`src/design/mcr_pkg.sv`:
```
// ----------------------------------------------------------------------------
// mcr_pkg
// Shared types and constants for the midpoint circle rasterizer.
// ----------------------------------------------------------------------------
package mcr_pkg;

    // configuration register width and register indexes
    localparam int CFG_BITS = 12;
    localparam logic [0:0] CFG_SCREEN_WIDTH  = 1'b0;
    localparam logic [0:0] CFG_SCREEN_HEIGHT = 1'b1;

    // reset values of the screen size registers
    localparam logic [CFG_BITS-1:0] SCREEN_WIDTH_RST  = 12'd640;
    localparam logic [CFG_BITS-1:0] SCREEN_HEIGHT_RST = 12'd480;

    // input command codes
    localparam logic CMD_START = 1'b0;
    localparam logic CMD_STEP  = 1'b1;

    // color index width
    localparam int COLOR_BITS = 4;

    // decision variable constants of the midpoint loop
    localparam int DEC_INIT      = 3;
    localparam int DEC_STEP_DIAG = 10;
    localparam int DEC_STEP_AXIS = 6;

    // points per step and index of the final one
    localparam int         PT_IDX_BITS = 3;
    localparam logic [2:0] PT_IDX_LAST = 3'd7;

    // kind of work handed from front to back
    typedef enum logic [0:0] {
        JOB_EIGHT = 1'b0,   // eight symmetric points
        JOB_IDLE  = 1'b1    // single empty point, step after completion
    } t_job_kind;

    typedef struct packed {
        t_job_kind kind;
        logic      done;
    } t_job_ctl;

    localparam int CTL_BITS = $bits(t_job_ctl);

endpackage

```
`src/design/mcr_front.sv`:
```
// ----------------------------------------------------------------------------
// mcr_front
// Command front end: takes start/step requests, walks the octant state
// (x, y, decision) and pushes one job per request into the job queue.
// ----------------------------------------------------------------------------
module mcr_front #(
    parameter int COORD_BITS  = 11,
    parameter int RADIUS_BITS = 10,
    parameter int OCT_BITS    = RADIUS_BITS + 2,
    parameter int JOB_BITS    = mcr_pkg::CTL_BITS + mcr_pkg::COLOR_BITS
                                + 2 * COORD_BITS + 2 * OCT_BITS
) (
    input  logic                             i_clk,
    input  logic                             i_rst_n,
    input  logic                             i_push,
    input  logic                             i_command,
    input  logic [COORD_BITS-1:0]            i_center_x,
    input  logic [COORD_BITS-1:0]            i_center_y,
    input  logic [RADIUS_BITS-1:0]           i_radius,
    input  logic [mcr_pkg::COLOR_BITS-1:0]   i_pen_color,
    input  logic                             i_q_full,
    output logic                             o_q_push,
    output logic [JOB_BITS-1:0]              o_q_data
);
    import mcr_pkg::*;

    localparam int DEC_BITS = RADIUS_BITS + 4;

    // held circle and walker state
    logic [COORD_BITS-1:0]       r_cx, n_cx;
    logic [COORD_BITS-1:0]       r_cy, n_cy;
    logic [COLOR_BITS-1:0]       r_color, n_color;
    logic signed [OCT_BITS-1:0]  r_x, n_x;
    logic signed [OCT_BITS-1:0]  r_y, n_y;
    logic signed [DEC_BITS-1:0]  r_d, n_d;
    logic                        r_busy, n_busy;

    logic                        w_accept;
    logic signed [OCT_BITS-1:0]  w_nx, w_ny;
    logic signed [DEC_BITS-1:0]  w_nx_d, w_ny_d, w_nd;
    logic                        w_d_pos;
    logic                        w_finished;
    t_job_ctl                    w_ctl;
    logic [COORD_BITS-1:0]       w_job_cx, w_job_cy;
    logic [COLOR_BITS-1:0]       w_job_color;
    logic signed [OCT_BITS-1:0]  w_job_a, w_job_b;

    assign w_accept = i_push && !i_q_full;
    assign o_q_push = w_accept;

    // one iteration of the midpoint loop
    assign w_d_pos    = !r_d[DEC_BITS-1] && (r_d != '0);
    assign w_nx       = r_x + {{(OCT_BITS-1){1'b0}}, 1'b1};
    assign w_ny       = w_d_pos ? (r_y - {{(OCT_BITS-1){1'b0}}, 1'b1}) : r_y;
    assign w_nx_d     = DEC_BITS'(w_nx);
    assign w_ny_d     = DEC_BITS'(w_ny);
    assign w_nd       = w_d_pos ? (r_d + ((w_nx_d - w_ny_d) <<< 2) + DEC_BITS'(DEC_STEP_DIAG))
                                : (r_d + (w_nx_d <<< 2) + DEC_BITS'(DEC_STEP_AXIS));
    assign w_finished = !r_busy || (r_y < r_x);

    // next state and job contents
    always_comb begin
        n_cx        = r_cx;
        n_cy        = r_cy;
        n_color     = r_color;
        n_x         = r_x;
        n_y         = r_y;
        n_d         = r_d;
        n_busy      = r_busy;
        w_ctl.kind  = JOB_EIGHT;
        w_ctl.done  = 1'b0;
        w_job_cx    = r_cx;
        w_job_cy    = r_cy;
        w_job_color = r_color;
        w_job_a     = r_x;
        w_job_b     = r_y;
        if (i_command == CMD_START) begin
            n_cx        = i_center_x;
            n_cy        = i_center_y;
            n_color     = i_pen_color;
            n_x         = '0;
            n_y         = {2'b00, i_radius};
            n_d         = DEC_BITS'(DEC_INIT) - {3'b000, i_radius, 1'b0};
            n_busy      = 1'b1;
            w_job_cx    = i_center_x;
            w_job_cy    = i_center_y;
            w_job_color = i_pen_color;
            w_job_a     = '0;
            w_job_b     = {2'b00, i_radius};
        end else if (w_finished) begin
            n_busy     = 1'b0;
            w_ctl.kind = JOB_IDLE;
            w_ctl.done = 1'b1;
        end else begin
            n_x        = w_nx;
            n_y        = w_ny;
            n_d        = w_nd;
            n_busy     = !(w_ny < w_nx);
            w_ctl.done = (w_ny < w_nx);
            w_job_a    = w_nx;
            w_job_b    = w_ny;
        end
    end

    assign o_q_data = {w_ctl, w_job_color, w_job_cx, w_job_cy, w_job_a, w_job_b};

    always_ff @(posedge i_clk) begin
        if (!i_rst_n) begin
            r_cx    <= '0;
            r_cy    <= '0;
            r_color <= '0;
            r_x     <= '0;
            r_y     <= '0;
            r_d     <= '0;
            r_busy  <= 1'b0;
        end else if (w_accept) begin
            r_cx    <= n_cx;
            r_cy    <= n_cy;
            r_color <= n_color;
            r_x     <= n_x;
            r_y     <= n_y;
            r_d     <= n_d;
            r_busy  <= n_busy;
        end
    end

endmodule

```
`src/design/mcr_queue.sv`:
```
// ----------------------------------------------------------------------------
// mcr_queue
// Two-entry job queue between the command front end and the point back end.
// ----------------------------------------------------------------------------
module mcr_queue #(
    parameter int DATA_BITS = 8
) (
    input  logic                 i_clk,
    input  logic                 i_rst_n,
    input  logic                 i_push,
    input  logic [DATA_BITS-1:0] i_data,
    input  logic                 i_pop,
    output logic                 o_full,
    output logic                 o_empty,
    output logic [DATA_BITS-1:0] o_data
);
    import mcr_pkg::*;

    localparam logic [1:0] DEPTH = 2'd2;

    logic [DATA_BITS-1:0] r_mem [2];
    logic                 r_wptr, r_rptr;
    logic [1:0]           r_count, n_count;

    assign o_full  = (r_count == DEPTH);
    assign o_empty = (r_count == 2'd0);
    assign o_data  = r_mem[r_rptr];

    // occupancy
    always_comb begin
        n_count = r_count;
        if (i_push && !i_pop) begin
            n_count = r_count + 2'd1;
        end else if (!i_push && i_pop) begin
            n_count = r_count - 2'd1;
        end
    end

    always_ff @(posedge i_clk) begin
        if (!i_rst_n) begin
            r_wptr  <= 1'b0;
            r_rptr  <= 1'b0;
            r_count <= 2'd0;
        end else begin
            r_count <= n_count;
            if (i_push) begin
                r_wptr <= !r_wptr;
            end
            if (i_pop) begin
                r_rptr <= !r_rptr;
            end
        end
    end

    // entry storage
    always_ff @(posedge i_clk) begin
        if (i_push) begin
            r_mem[r_wptr] <= i_data;
        end
    end

endmodule

```
`src/design/mcr_back.sv`:
```
// ----------------------------------------------------------------------------
// mcr_back
// Point back end: expands the job at the queue head into its points, one per
// cycle while the result register is free or drains, clips each against the screen
// and holds it in the result register.
module mcr_back #(
    parameter int COORD_BITS  = 11,
    parameter int RADIUS_BITS = 10,
    parameter int OCT_BITS    = RADIUS_BITS + 2,
    parameter int JOB_BITS    = mcr_pkg::CTL_BITS + mcr_pkg::COLOR_BITS
                                + 2 * COORD_BITS + 2 * OCT_BITS,
    parameter int OUT_BITS    = COORD_BITS + 2
) (
    input  logic                             i_clk,
    input  logic                             i_rst_n,
    input  logic                             i_q_empty,
    input  logic [JOB_BITS-1:0]              i_q_data,
    output logic                             o_q_pop,
    input  logic [mcr_pkg::CFG_BITS-1:0]     i_screen_width,
    input  logic [mcr_pkg::CFG_BITS-1:0]     i_screen_height,
    input  logic                             i_pop,
    output logic                             o_empty,
    output logic signed [OUT_BITS-1:0]       o_point_x,
    output logic signed [OUT_BITS-1:0]       o_point_y,
    output logic [mcr_pkg::COLOR_BITS-1:0]   o_pixel_color,
    output logic                             o_visible,
    output logic                             o_last_point,
    output logic                             o_done_res
);
    import mcr_pkg::*;

    localparam int MAX_CR   = (COORD_BITS > RADIUS_BITS) ? COORD_BITS : RADIUS_BITS;
    localparam int SUM_BITS = (MAX_CR + 3 > CFG_BITS + 2) ? MAX_CR + 3 : CFG_BITS + 2;
    localparam int B_LO     = 0;
    localparam int A_LO     = OCT_BITS;
    localparam int CY_LO    = 2 * OCT_BITS;
    localparam int CX_LO    = CY_LO + COORD_BITS;
    localparam int COL_LO   = CX_LO + COORD_BITS;

    // job fields at the queue head
    t_job_ctl                    w_ctl;
    logic [COLOR_BITS-1:0]       w_color;
    logic [COORD_BITS-1:0]       w_cx, w_cy;
    logic signed [OCT_BITS-1:0]  w_a, w_b;

    assign w_ctl   = i_q_data[JOB_BITS-1 -: CTL_BITS];
    assign w_color = i_q_data[COL_LO +: COLOR_BITS];
    assign w_cx    = i_q_data[CX_LO +: COORD_BITS];
    assign w_cy    = i_q_data[CY_LO +: COORD_BITS];
    assign w_a     = i_q_data[A_LO +: OCT_BITS];
    assign w_b     = i_q_data[B_LO +: OCT_BITS];

    logic [PT_IDX_BITS-1:0]      r_idx;
    logic                        r_valid;
    logic signed [OUT_BITS-1:0]  r_px, r_py;
    logic [COLOR_BITS-1:0]       r_color;
    logic                        r_vis, r_last, r_done;

    logic                        w_adv, w_job_end;
    logic signed [OCT_BITS-1:0]  w_dx, w_dy;
    logic signed [SUM_BITS-1:0]  w_dx_s, w_dy_s, w_cx_s, w_cy_s, w_px, w_py;
    logic signed [SUM_BITS-1:0]  w_wid_s, w_hgt_s;
    logic                        w_vis;

    // advance when a job waits and the result register is free or drains
    assign w_adv     = !i_q_empty && (!r_valid || i_pop);
    assign w_job_end = (w_ctl.kind == JOB_IDLE) || (r_idx == PT_IDX_LAST);
    assign o_q_pop   = w_adv && w_job_end;

    // symmetric point: bit 2 swaps axes, bit 0 mirrors x, bit 1 mirrors y
    assign w_dx   = r_idx[2] ? w_b : w_a;
    assign w_dy   = r_idx[2] ? w_a : w_b;
    assign w_dx_s = SUM_BITS'(w_dx);
    assign w_dy_s = SUM_BITS'(w_dy);
    assign w_cx_s = signed'({{(SUM_BITS-COORD_BITS){1'b0}}, w_cx});
    assign w_cy_s = signed'({{(SUM_BITS-COORD_BITS){1'b0}}, w_cy});
    assign w_px   = r_idx[0] ? (w_cx_s - w_dx_s) : (w_cx_s + w_dx_s);
    assign w_py   = r_idx[1] ? (w_cy_s - w_dy_s) : (w_cy_s + w_dy_s);

    // screen clip
    assign w_wid_s = signed'({{(SUM_BITS-CFG_BITS){1'b0}}, i_screen_width});
    assign w_hgt_s = signed'({{(SUM_BITS-CFG_BITS){1'b0}}, i_screen_height});
    assign w_vis   = !w_px[SUM_BITS-1] && !w_py[SUM_BITS-1]
                     && (w_px < w_wid_s) && (w_py < w_hgt_s);

    // point index and result valid
    always_ff @(posedge i_clk) begin
        if (!i_rst_n) begin
            r_idx   <= '0;
            r_valid <= 1'b0;
        end else begin
            if (w_adv) begin
                r_idx   <= w_job_end ? '0 : r_idx + 1'b1;
                r_valid <= 1'b1;
            end else if (i_pop) begin
                r_valid <= 1'b0;
            end
        end
    end

    // result register
    always_ff @(posedge i_clk) begin
        if (w_adv) begin
            if (w_ctl.kind == JOB_IDLE) begin
                r_px    <= '0;
                r_py    <= '0;
                r_color <= '0;
                r_vis   <= 1'b0;
                r_last  <= 1'b1;
                r_done  <= 1'b1;
            end else begin
                r_px    <= w_px[OUT_BITS-1:0];
                r_py    <= w_py[OUT_BITS-1:0];
                r_color <= w_color;
                r_vis   <= w_vis;
                r_last  <= (r_idx == PT_IDX_LAST);
                r_done  <= w_ctl.done;
            end
        end
    end

    assign o_empty       = !r_valid;
    assign o_point_x     = r_px;
    assign o_point_y     = r_py;
    assign o_pixel_color = r_color;
    assign o_visible     = r_vis;
    assign o_last_point  = r_last;
    assign o_done_res    = r_done;

endmodule

```
`src/design/midpoint_circle_rasterizer_unit.sv`:
```
// A request reaches the result side through a job queue entry and then the result register.
// A start or step request yields eight points, a step after completion one empty point;
// the back end produces one point per cycle from the job queue head while the result register is free or drains.
// The front end keeps taking requests while the two-entry job queue has room.
// Reset: synchronous, active low; clears the walker, the job queue and the result valid
// flag, and loads the screen size registers with 640 by 480.
// ----------------------------------------------------------------------------
// midpoint_circle_rasterizer_unit
// Midpoint circle outline generator: front end walks the octant, back end
// emits eight clipped symmetric points per step, or one empty point after completion.
// ----------------------------------------------------------------------------
module midpoint_circle_rasterizer_unit #(
    parameter int COORD_BITS  = 11,
    parameter int RADIUS_BITS = 10
) (
    input  logic                             i_clk,
    input  logic                             i_rst_n,
    // request side
    input  logic                             i_push,
    output logic                             o_full,
    input  logic                             i_command,
    input  logic [COORD_BITS-1:0]            i_center_x,
    input  logic [COORD_BITS-1:0]            i_center_y,
    input  logic [RADIUS_BITS-1:0]           i_radius,
    input  logic [mcr_pkg::COLOR_BITS-1:0]   i_pen_color,
    // result side
    output logic                             o_empty,
    input  logic                             i_pop,
    output logic signed [COORD_BITS+1:0]     o_point_x,
    output logic signed [COORD_BITS+1:0]     o_point_y,
    output logic [mcr_pkg::COLOR_BITS-1:0]   o_pixel_color,
    output logic                             o_visible,
    output logic                             o_last_point,
    output logic                             o_done_res,
    // configuration
    input  logic                             i_cfg_we,
    input  logic [0:0]                       i_cfg_index,
    input  logic [mcr_pkg::CFG_BITS-1:0]     i_cfg_data
);
    import mcr_pkg::*;

    localparam int OCT_BITS = RADIUS_BITS + 2;
    localparam int OUT_BITS = COORD_BITS + 2;
    localparam int JOB_BITS = CTL_BITS + COLOR_BITS + 2 * COORD_BITS + 2 * OCT_BITS;

    logic [CFG_BITS-1:0] r_screen_width, r_screen_height;

    logic                w_q_push, w_q_pop, w_q_full, w_q_empty;
    logic [JOB_BITS-1:0] w_q_in, w_q_out;

    // screen size registers
    always_ff @(posedge i_clk) begin
        if (!i_rst_n) begin
            r_screen_width  <= SCREEN_WIDTH_RST;
            r_screen_height <= SCREEN_HEIGHT_RST;
        end else if (i_cfg_we) begin
            case (i_cfg_index)
                CFG_SCREEN_WIDTH:  r_screen_width  <= i_cfg_data;
                CFG_SCREEN_HEIGHT: r_screen_height <= i_cfg_data;
                default: ;
            endcase
        end
    end

    assign o_full = w_q_full;

    mcr_front #(
        .COORD_BITS  (COORD_BITS),
        .RADIUS_BITS (RADIUS_BITS),
        .OCT_BITS    (OCT_BITS),
        .JOB_BITS    (JOB_BITS)
    ) u_front (
        .i_clk       (i_clk),
        .i_rst_n     (i_rst_n),
        .i_push      (i_push),
        .i_command   (i_command),
        .i_center_x  (i_center_x),
        .i_center_y  (i_center_y),
        .i_radius    (i_radius),
        .i_pen_color (i_pen_color),
        .i_q_full    (w_q_full),
        .o_q_push    (w_q_push),
        .o_q_data    (w_q_in)
    );

    mcr_queue #(
        .DATA_BITS (JOB_BITS)
    ) u_queue (
        .i_clk   (i_clk),
        .i_rst_n (i_rst_n),
        .i_push  (w_q_push),
        .i_data  (w_q_in),
        .i_pop   (w_q_pop),
        .o_full  (w_q_full),
        .o_empty (w_q_empty),
        .o_data  (w_q_out)
    );

    mcr_back #(
        .COORD_BITS  (COORD_BITS),
        .RADIUS_BITS (RADIUS_BITS),
        .OCT_BITS    (OCT_BITS),
        .JOB_BITS    (JOB_BITS),
        .OUT_BITS    (OUT_BITS)
    ) u_back (
        .i_clk           (i_clk),
        .i_rst_n         (i_rst_n),
        .i_q_empty       (w_q_empty),
        .i_q_data        (w_q_out),
        .o_q_pop         (w_q_pop),
        .i_screen_width  (r_screen_width),
        .i_screen_height (r_screen_height),
        .i_pop           (i_pop),
        .o_empty         (o_empty),
        .o_point_x       (o_point_x),
        .o_point_y       (o_point_y),
        .o_pixel_color   (o_pixel_color),
        .o_visible       (o_visible),
        .o_last_point    (o_last_point),
        .o_done_res      (o_done_res)
    );

`ifndef SYNTHESIS
    // back end only retires a job that is present
    a_pop_nonempty: assert property (@(posedge i_clk) disable iff (!i_rst_n)
        w_q_pop |-> !w_q_empty)
        else $error("job queue popped while empty");

    // queue cannot be full and empty at once
    a_q_flags: assert property (@(posedge i_clk) disable iff (!i_rst_n)
        !(w_q_full && w_q_empty))
        else $error("job queue flags inconsistent");

    // inside a job the next point follows without a gap
    a_job_burst: assert property (@(posedge i_clk) disable iff (!i_rst_n)
        (!o_empty && !o_last_point && i_pop) |=> !o_empty)
        else $error("gap inside an eight point burst");
`endif

endmodule
```
`config.mk`:
```
export PLATFORM = sky130hd
export DESIGN_NAME = midpoint_circle_rasterizer_unit
export DESIGN_NICKNAME = d
export VERILOG_FILES = /design/src/design/mcr_pkg.sv /design/src/design/mcr_front.sv /design/src/design/mcr_queue.sv /design/src/design/mcr_back.sv /design/src/design/midpoint_circle_rasterizer_unit.sv
export SDC_FILE = /design/constraint.sdc
export NUM_CORES = 1
export LEC_CHECK = 0
export BUFFER_PORTS_ARGS = -buffer_cell sky130_fd_sc_hd__buf_2
export CAP_MARGIN = 15
export CORE_MARGIN = 4
export CORE_UTILIZATION = 40
export CTS_CLUSTER_SIZE = 8
export DETAILED_ROUTE_END_ITERATION = 12
export HOLD_SLACK_MARGIN = 0.12
export PLACE_DENSITY = 0.66
export SLEW_MARGIN = 25
export SYNTH_ARGS = -nofsm -noshare
export SYNTH_HDL_FRONTEND = slang
export SYNTH_HIERARCHICAL = 1
export SYNTH_SLANG_ARGS = --single-unit
```
`constraint.sdc`:
```
create_clock -name i_clk -period 10.6 [get_ports i_clk]
set_clock_uncertainty 0.15 [all_clocks]
set_input_delay 2.12 -clock i_clk [delete_from_list [all_inputs] [get_ports i_clk]]
set_output_delay 2.12 -clock i_clk [all_outputs]
set_load 0.03 [all_outputs]
```
==> impl_metrics.yaml, run 1 <==
setup_path:
  max_stage_delay_ns: 0.55
  crit_path_cell_trace: "buf_4 -> mux2_2 -> mux2_4 -> inv_1 -> ha_1 -> a21oi_1 -> ha_1 -> nor2b_1 -> o21a_1 -> o21ai_0 -> a211oi_1 -> o31ai_1 -> xor2_1 -> ha_1 -> a22oi_1 -> and4_1 -> o211ai_1 -> and3b_1"
  path_delay_family: "compound AO/OA/AOI/OAI gates"
  critPathSlowestCell: "buf_4"
  cp_max_fo: 52
  crit_path_frequent_cell: "ha_1"
  endpoint_kind: "flop"
  required_ns: 10.84
  cp_data_arrival_time_ns: 5.46
  path_buf_inv: 2
  path_class: "reg -> reg"
  start_kind: "flop"
sta:
  final.setup.worst_slack_ns: 5.37
  relSlewSlack_pct: 46.8
  setup_viol: 0
  rsz0062_at_grt: "no"
  hold_ws_ns: 0.300
  finalCritPeriodShare_pct: 49.3
  fmax_mhz: 191
  hold_violations: 0
  drv_slew: 0
  tightest_slew_ns: 0.798
  tns_ns: 0
  period_needed_ns: 5.23
routing:
  via_count: 11556
  drt_first_pass_iters: 5
  routed_wl_mm: 38.0
  routedWlPerCell_um: 17.7
  ant_nets: 0
  drtIter0Drc: 898
  drc_errors: 0
  drt-vias-per-instance: 5.39
layout:
  final_cells: 2143
  nets: 1791
  utilization_pct: 46.0
  diodes: 0
  areaGrowthSynthToFinish_pct: 12.6
  final_area_sq_mm: 0.0170
  drive_above_1_share_pct: 16.2
floorplanning:
  die_h_um: 202
  ios: 90
  die_w_um: 202
  floorplan.initialDensity_pct: 40.9
  rows: 70
  core-area_sq_mm: 0.0369
  die_area_sq_mm: 0.0409
clock_tree:
  hold_buffers: 0
  cts_setup_buffers: 0
  htree_levels: 2
  clk_latency_ns: 0.53
  clkTransAtPathRegs_ns: 0.05
  clock_path_buffers: 3
  cts_buffers: 35
  root_buffer: "clkbuf_16"
  cts_tree: "built"
  cts_sinks: 235
  ctsResizeCount: 0
job:
  maxCapViolations: 0
place:
  post_dp_cell_area_sq_mm: 0.0159
  dpl.hpwl_mm: 27.6
  dp_slack_ns: 5.46
  place_inst: 2079
  gp_congestion: 0.835
  port_buffers: 89
logic_synthesis:
  yosysTopAreaCell: "edfxtp_1"
  synth_commonest_cells: "145 x nand2_1, 137 x edfxtp_1, 119 x ha_1"
  syn_nets: 1722
  ys.warnings.count: 6
  synth-edff-count: 137
  async_reset_ff_share_pct: 0
  syn_area_per_cell_sq_um: 9.77
  netlist_instances: 1543
  synth_area_sq_mm: 0.0151
  ys.flop_type: "edfxtp_1"
  yosysMostFrequentCell: "nand2_1"
  synth_top_cell_area_share_pct: 27.3
  ys_top_cells_by_area: "edfxtp_1 27%, dfxtp_1 13%, ha_1 9.9%, mux2_2 6.5%, xnor2_1 4.2%"
  synth.distinct_cells: 80
  ys_ff_latch: 235
  ys_seq_area_share_pct: 40.3
global_routing:
  grtUsageTotal_pct: 18.2
  grt_max_degree: 68
  antenna_found_initial: 1
  grt_overflow: 0
  grt_first_pass_wirelength_mm: 61.4
  grt_pass1_vias: 11398
power_and_ir_drop:
  leakagePower_nw: 6.67
  vdd_drop_max_mv: 0.178
  finalPower_mw: 5.10
  power.density_mw_per_mm2: 301
worst_hold_path:
  hp-class: "reg -> reg"
outcome:
  status: "finished, final reports clean"
where the power goes:
part           switching [mW]  internal [mW]
logic                    1.63           1.16
clock network           0.417          0.630
registers              0.0660           1.20
final timing paths:
check                       start               end  slack [ns]  cells past startpoint
setup reg to reg             flop  u_back/o_visible        5.37                     18
hold reg to reg   u_front/r_cy[9]   u_front/r_cy[9]        0.30                      2
setup / recovery             flop  u_back/o_visible        5.37                     18
hold / removal    u_front/r_cy[9]   u_front/r_cy[9]        0.30                      2
per-layer routing:
metal	vias up	share of wire (%)	wire, um	track usage (%)
met1	5520	45	17300	24.8
met5	-	0.034	13	0
met4	2	1.9	726	4.36
li1	5701	-	-	-
met2	279	48	18200	30.8
met3	54	4.7	1800	2.50
cell families after synthesis:
family	count (synthesis)	share of synthesized area, %
AOI/OAI and AO/OA	327	14.0
xor gates and xnor gates	112	6.61
adders and majority gates	124	10.5
buffers and inverters	157	4.52
DFF	235	40.3
muxes	122	8.89
and+or+nand+nor	466	15.1
worst reg2reg max path, stage by stage, from the launching register on:
cell and delay, ns:
dfxtp_2 0.31, buf_4 0.55, mux2_2 0.50, mux2_4 0.29
inv_1 0.08, ha_1 0.23, a21oi_1 0.32, ha_1 0.30
nor2b_1 0.12, o21a_1 0.17, o21ai_0 0.30, a211oi_1 0.19
o31ai_1 0.33, xor2_1 0.24, ha_1 0.29, a22oi_1 0.21
and4_1 0.22, o211ai_1 0.08, and3b_1 0.20
flip-flops by register name, indices dropped and copies added, names as in the netlist, named ones only:
| signal | flops |
|---|---|
| u_queue/r_mem | 104 |
| u_front/r_d | 14 |
| u_back/o_point_x | 13 |
| u_back/o_point_y | 13 |
| r_screen_height | 12 |
| r_screen_width | 12 |
| u_front/r_x | 12 |
| u_front/r_y | 12 |
| u_front/r_cx | 11 |
| u_front/r_cy | 11 |
| u_back/o_pixel_color | 4 |
| u_front/r_color | 4 |
| u_back/r_idx | 3 |
| u_queue/r_count | 2 |
| u_back/o_done_res | 1 |
| u_back/o_last_point | 1 |
| u_back/o_visible | 1 |
| u_back/r_valid | 1 |
| u_front/r_busy | 1 |
| u_queue/r_rptr | 1 |
| u_queue/r_wptr | 1 |
layout make-up:
cell class	count	area (sq um)
fill	3438	19900
multi-input combinational	1151	8330
sequential	235	6080
clock buffer	60	970
tap	504	631
timing repair buffer	104	558
inverter	85	319
clock inverter	4	85.1
cell usage in the layout (no fill, tap or decap), drive strengths merged, types with 39 or more instances in the layout:
cell type	synthesis	routed
nor2b	39	39
buf	29	104
nor3	40	40
ha	119	119
a21oi	109	109
nor2	100	100
nand2	146	146
mux2	89	89
o21ai	80	80
inv	84	85
edfxtp	137	137
clkbuf	43	60
xnor2	74	74
dfxtp	98	98
nand3	40	40
Note: power is estimated with default switching activity, not from simulation.
==> run 2, diff against run 1 <==
clock period = 5.1 ns   (was 10.6 ns; I/O delays follow)
==> impl_metrics.yaml, run 2 (synthesis results as in run 1) <==
setup_path:
  critPathSlowestCell: "or3b_2"
  endpoint_kind: "flop"
  crit_path_cell_trace: "nor4_1 -> a41oi_2 -> buf_4 -> xnor2_1 -> ha_1 -> fa_1 -> nor2b_1 -> o21a_1 -> o21a_1 -> o31a_1 -> o21ai_0 -> nand2_1 -> a2111oi_0 -> or3b_2 -> ha_1 -> ha_1 -> o41ai_2 -> xnor2_1 -> nand3_1 -> a31oi_1"
  cp_max_fo: 7
  r2r_cells: 20
  required_ns: 5.39
  start_kind: "flop"
  cp_data_arrival_time_ns: 5.11
  path_buf_inv: 1
  crit_path_frequent_cell: "ha_1"
  path_delay_family: "compound AO/OA/AOI/OAI gates"
  path_class: "reg -> reg"
  max_stage_delay_ns: 0.48
  critical_path_depth: 20
  r2r_slack_ns: 0.28
place:
  post_dp_cell_area_sq_mm: 0.0160
  gp_congestion: 0.902
  port_buffers: 89
  dp_slack_ns: 0.117
  dpl.hpwl_mm: 29.0
power_and_ir_drop:
  power.density_mw_per_mm2: 627
  vdd_drop_max_mv: 0.301
  leakagePower_nw: 6.76
layout:
  final.fill_count: 3485
  drive_above_1_share_pct: 17.8
  diodes: 0
  layout.cells.most_common: "nand2_1"
  final_area_sq_mm: 0.0171
  layout_common_cells: "144 x nand2_1, 137 x edfxtp_1, 119 x ha_1"
  largest_registers: "u_queue/r_mem: 104 flops, u_front/r_d: 14 flops"
  nets: 1806
  largest_register: "u_queue/r_mem"
  utilization_pct: 46.4
  regArea_sq_mm: 0.00609
  largest_register_ffs: 104
  multi_input_area_sq_mm: 0.00836
  areaGrowthSynthToFinish_pct: 13.6
clock_tree:
  root_buffer: "clkbuf_16"
  cts_buffers: 35
  htree_levels: 2
  clk_latency_ns: 0.51
  clkTransAtPathRegs_ns: 0.05
  clock_path_buffers: 3
  cts_tree: "built"
  cts_sinks: 235
sta:
  tightest_slew_ns: 0.933
  finalCritPeriodShare_pct: 94.6
  period_needed_ns: 4.82
  final.setup.worst_slack_ns: 0.276
  setup_viol: 0
  fmax_mhz: 207
  hold_violations: 0
  tns_ns: 0
  rsz0062_at_grt: "no"
  relSlewSlack_pct: 37.7
  drv_slew: 0
floorplanning:
  die_area_sq_mm: 0.0409
  die_w_um: 202
  die_h_um: 202
  core-area_sq_mm: 0.0369
  ios: 90
  floorplan.initialDensity_pct: 40.9
  rows: 70
global_routing:
  antenna_found_initial: 0
  grt_max_degree: 46
  grt_first_pass_wirelength_mm: 61.6
  grt_overflow: 0
  grtUsageTotal_pct: 18.5
  grt_pass1_vias: 11408
outcome:
  status: "finished, final reports clean"
routing:
  drt-vias-per-instance: 5.49
  via_count: 11854
  ant_nets: 0
  drc_errors: 0
  drtIter0Drc: 822
  drt_first_pass_iters: 5
  wl_met2_mm: 18.7
  route.met3.wl_mm: 2.01
  wl_met1_mm: 17.7
  routed_wl_mm: 39.6
  top_layer_used: "met4"
  routedWlPerCell_um: 18.4
worst_hold_path:
  hp-class: "reg -> reg"
  worstHoldPathCells: 2
job:
  maxCapViolations: 0
==> run 2: per-layer routing <==
metal  vias to the layer above  GRT usage [%]
li1                       5733              -
met1                      5733           24.7
met2                       307           31.0
met3                        81           2.82
met4                         0           5.82
met5                         -              0
==> run 2: through the flow <==
step / instances / hold slack (ns) / total power, mW
5_1_grt: 2158 / 0.315 / 11.5
3_5_place_dp: 2093 / 0.292 / 8.51
6_report: 2158 / 0.302 / 10.7
2_1_floorplan: 1543 / 0.278 / 7.08
3_3_place_gp: 2093 / 0.288 / 8.35
4_1_cts: 2157 / 0.303 / 10.7
==> run 2: report_power, final <==
part / total (mW) / internal, mW / switching, mW
sequential: 2.65 / 2.50 / 0.151
clock: 2.17 / 1.31 / 0.856
combinational: 5.91 / 2.47 / 3.45
total: 10.7 / 6.28 / 4.45
==> run 2: final cells by class <==
class	count	share of cell area, %
clock buffers	60	5.72
inverters	85	1.86
well taps	504	3.68
multi-input cells	1151	48.8
repair buffers	119	3.99
clock inverters	4	0.351
flip-flops and latches	235	35.6
==> run 2: worst reg2reg max path, cell delays in order (launching register included) <==
cell and delay [ns]:
dfxtp_2 0.33, nor4_1 0.33, a41oi_2 0.21, buf_4 0.21
xnor2_1 0.14, ha_1 0.22, fa_1 0.40, nor2b_1 0.13
o21a_1 0.14, o21a_1 0.17, o31a_1 0.18, o21ai_0 0.09
nand2_1 0.14, a2111oi_0 0.10, or3b_2 0.48, ha_1 0.29
ha_1 0.24, o41ai_2 0.35, xnor2_1 0.16, nand3_1 0.09
a31oi_1 0.19
==> run 2: worst paths after layout <==
check                                     start         endpoint
worst max-delay path             u_front/r_d[6]  u_front/r_d[13]
worst min-delay path            u_front/r_cy[2]  u_front/r_cy[2]
worst max register to register   u_front/r_d[6]  u_front/r_d[13]
worst min register to register  u_front/r_cy[2]  u_front/r_cy[2]
==> run 2: what timing repair did <==
action	4_1_cts	5_1_grt
setup endpoints to repair	0	5
hold buffers	0	0
buffers inserted	0	1
resized for setup	0	18
==> run 3, diff against run 2 <==
REMOVE_ABC_BUFFERS = 1   (was not set)
==> impl_metrics.yaml, run 3 (synthesis results as in run 1) <==
clock_tree:
  htree_levels: 2
  hold_buffers: 0
  cts_sinks: 235
  root_buffer: "clkbuf_16"
  cts_tree: "built"
  clock_path_buffers: 3
  clkTransAtPathRegs_ns: 0.05
  clk_latency_ns: 0.51
  cts_buffers: 35
routing:
  drtIter0Drc: 633
  via_count: 11610
  drc_errors: 0
  routedWlPerCell_um: 17.4
  drt-vias-per-instance: 5.38
  routed_wl_mm: 37.5
  drt_first_pass_iters: 7
  ant_nets: 0
place:
  place_inst: 2093
  port_buffers: 89
  post_dp_cell_area_sq_mm: 0.0160
  dpl.hpwl_mm: 27.1
  dp_slack_ns: 0.0781
  gp_congestion: 0.873
global_routing:
  grt_pass1_vias: 11490
  grt_overflow: 0
  antenna_found_initial: 0
  grt_first_pass_wirelength_mm: 59.7
  grtUsageTotal_pct: 17.7
  grt_max_degree: 63
layout:
  layout_common_cells: "143 x nand2_1, 137 x edfxtp_1, 117 x ha_1"
  diodes: 0
  layout.cells.most_common: "nand2_1"
  final_area_sq_mm: 0.0171
  drive_above_1_share_pct: 17.8
  utilization_pct: 46.5
  largest_registers: "u_queue/r_mem: 104 flops, u_front/r_d: 14 flops"
  nets: 1806
  areaGrowthSynthToFinish_pct: 13.7
  final_cells: 2158
  largest_register_ffs: 104
  largest_register: "u_queue/r_mem"
setup_path:
  endpoint_kind: "flop"
  cp_max_fo: 13
  required_ns: 5.21
  r2r-end: "u_back/o_visible"
  cp_data_arrival_time_ns: 4.99
  start_kind: "flop"
  r2r_slack_ns: 0.23
  cp-endpoint: "u_back/o_visible"
  r2r_cells: 19
  path_class: "reg -> reg"
outcome:
  status: "finished, final reports clean"
floorplanning:
  die_w_um: 202
  die_area_sq_mm: 0.0409
  die_h_um: 202
  floorplan.initialDensity_pct: 40.9
  ios: 90
  core-area_sq_mm: 0.0369
  rows: 70
sta:
  fmax_mhz: 205
  tightest_slew_ns: 0.918
  final.setup.worst_slack_ns: 0.227
  setup_viol: 0
  relSlewSlack_pct: 38.7
  hold_violations: 0
  period_needed_ns: 4.87
  drv_slew: 0
  rsz0062_at_grt: "yes"
  finalCritPeriodShare_pct: 95.6
power_and_ir_drop:
  power.density_mw_per_mm2: 626
  vdd_drop_max_mv: 0.243
  leakagePower_nw: 6.75
job:
  maxCapViolations: 0
worst_hold_path:
  hp-class: "reg -> reg"
## run 3: critical path, stage by stage (launching register included)
cell and delay [ns]:
dfxtp_2 0.49, mux2_2 0.39, mux2_2 0.32, inv_1 0.09, ha_1 0.13, nor2_1 0.03
a21oi_1 0.26, inv_1 0.08, ha_1 0.27, nor2b_1 0.13, o21a_1 0.19, o21ai_0 0.41
a211oi_1 0.19, o31ai_1 0.33, xor2_1 0.15, ha_1 0.35, o2111ai_1 0.12, a211o_1 0.27
o211ai_1 0.10, and3b_1 0.19
## run 3: routing by layer
metal | global-route usage (%) | share of wire (%) | up-vias
met5 | 0 | 0 | -
met3 | 2.55 | 4.7 | 62
met1 | 22.6 | 44 | 5498
met4 | 4.75 | 2.3 | 0
li1 | - | - | 5738
met2 | 31.4 | 49 | 312
## run 3: how the worst min path moves through the flow
stage	start	end	slack, ns	cells past startpoint
floorplan	r_screen_height[9]	r_screen_height[9]	0.28	2
global placement	u_front/r_cy[3]	u_front/r_cy[3]	0.29	2
detailed placement	u_front/r_color[3]	u_front/r_color[3]	0.30	2
CTS	u_front/r_color[3]	u_front/r_color[3]	0.30	2
global route	u_front/r_color[3]	u_front/r_color[3]	0.31	2
finish	u_front/r_color[3]	u_front/r_color[3]	0.30	2
## run 3: area by class of cell
cell class / instances / area, sq um
clock buffers: 61 / 1000
clock inverters: 3 / 28.8
fillers: 3422 / 19700
inverters: 85 / 319
multi-input cells: 1151 / 8390
flip-flops and latches: 235 / 6080
well taps: 504 / 631
repair buffers: 119 / 677
## run 3: through the flow
step           TNS (ns)  power [mW]  hold slack, ns
2_1_floorplan    -0.616        7.01           0.278
3_3_place_gp          0        8.35           0.288
3_5_place_dp          0        8.50           0.297
4_1_cts               0        10.7           0.303
5_1_grt        -0.00338        11.5           0.313
6_report              0        10.7           0.300
## run 3: where the power goes
part           internal, mW  switching (mW)  leakage [nW]
logic                  2.49            3.44          4.14
registers              2.50           0.150          2.12
clock network          1.33           0.819         0.492
## run 3: what timing repair did
item                                    in CTS  in global routing
buffers inserted                             0                  1
endpoints found under the setup margin       0                  5
resized for setup                            0                 15
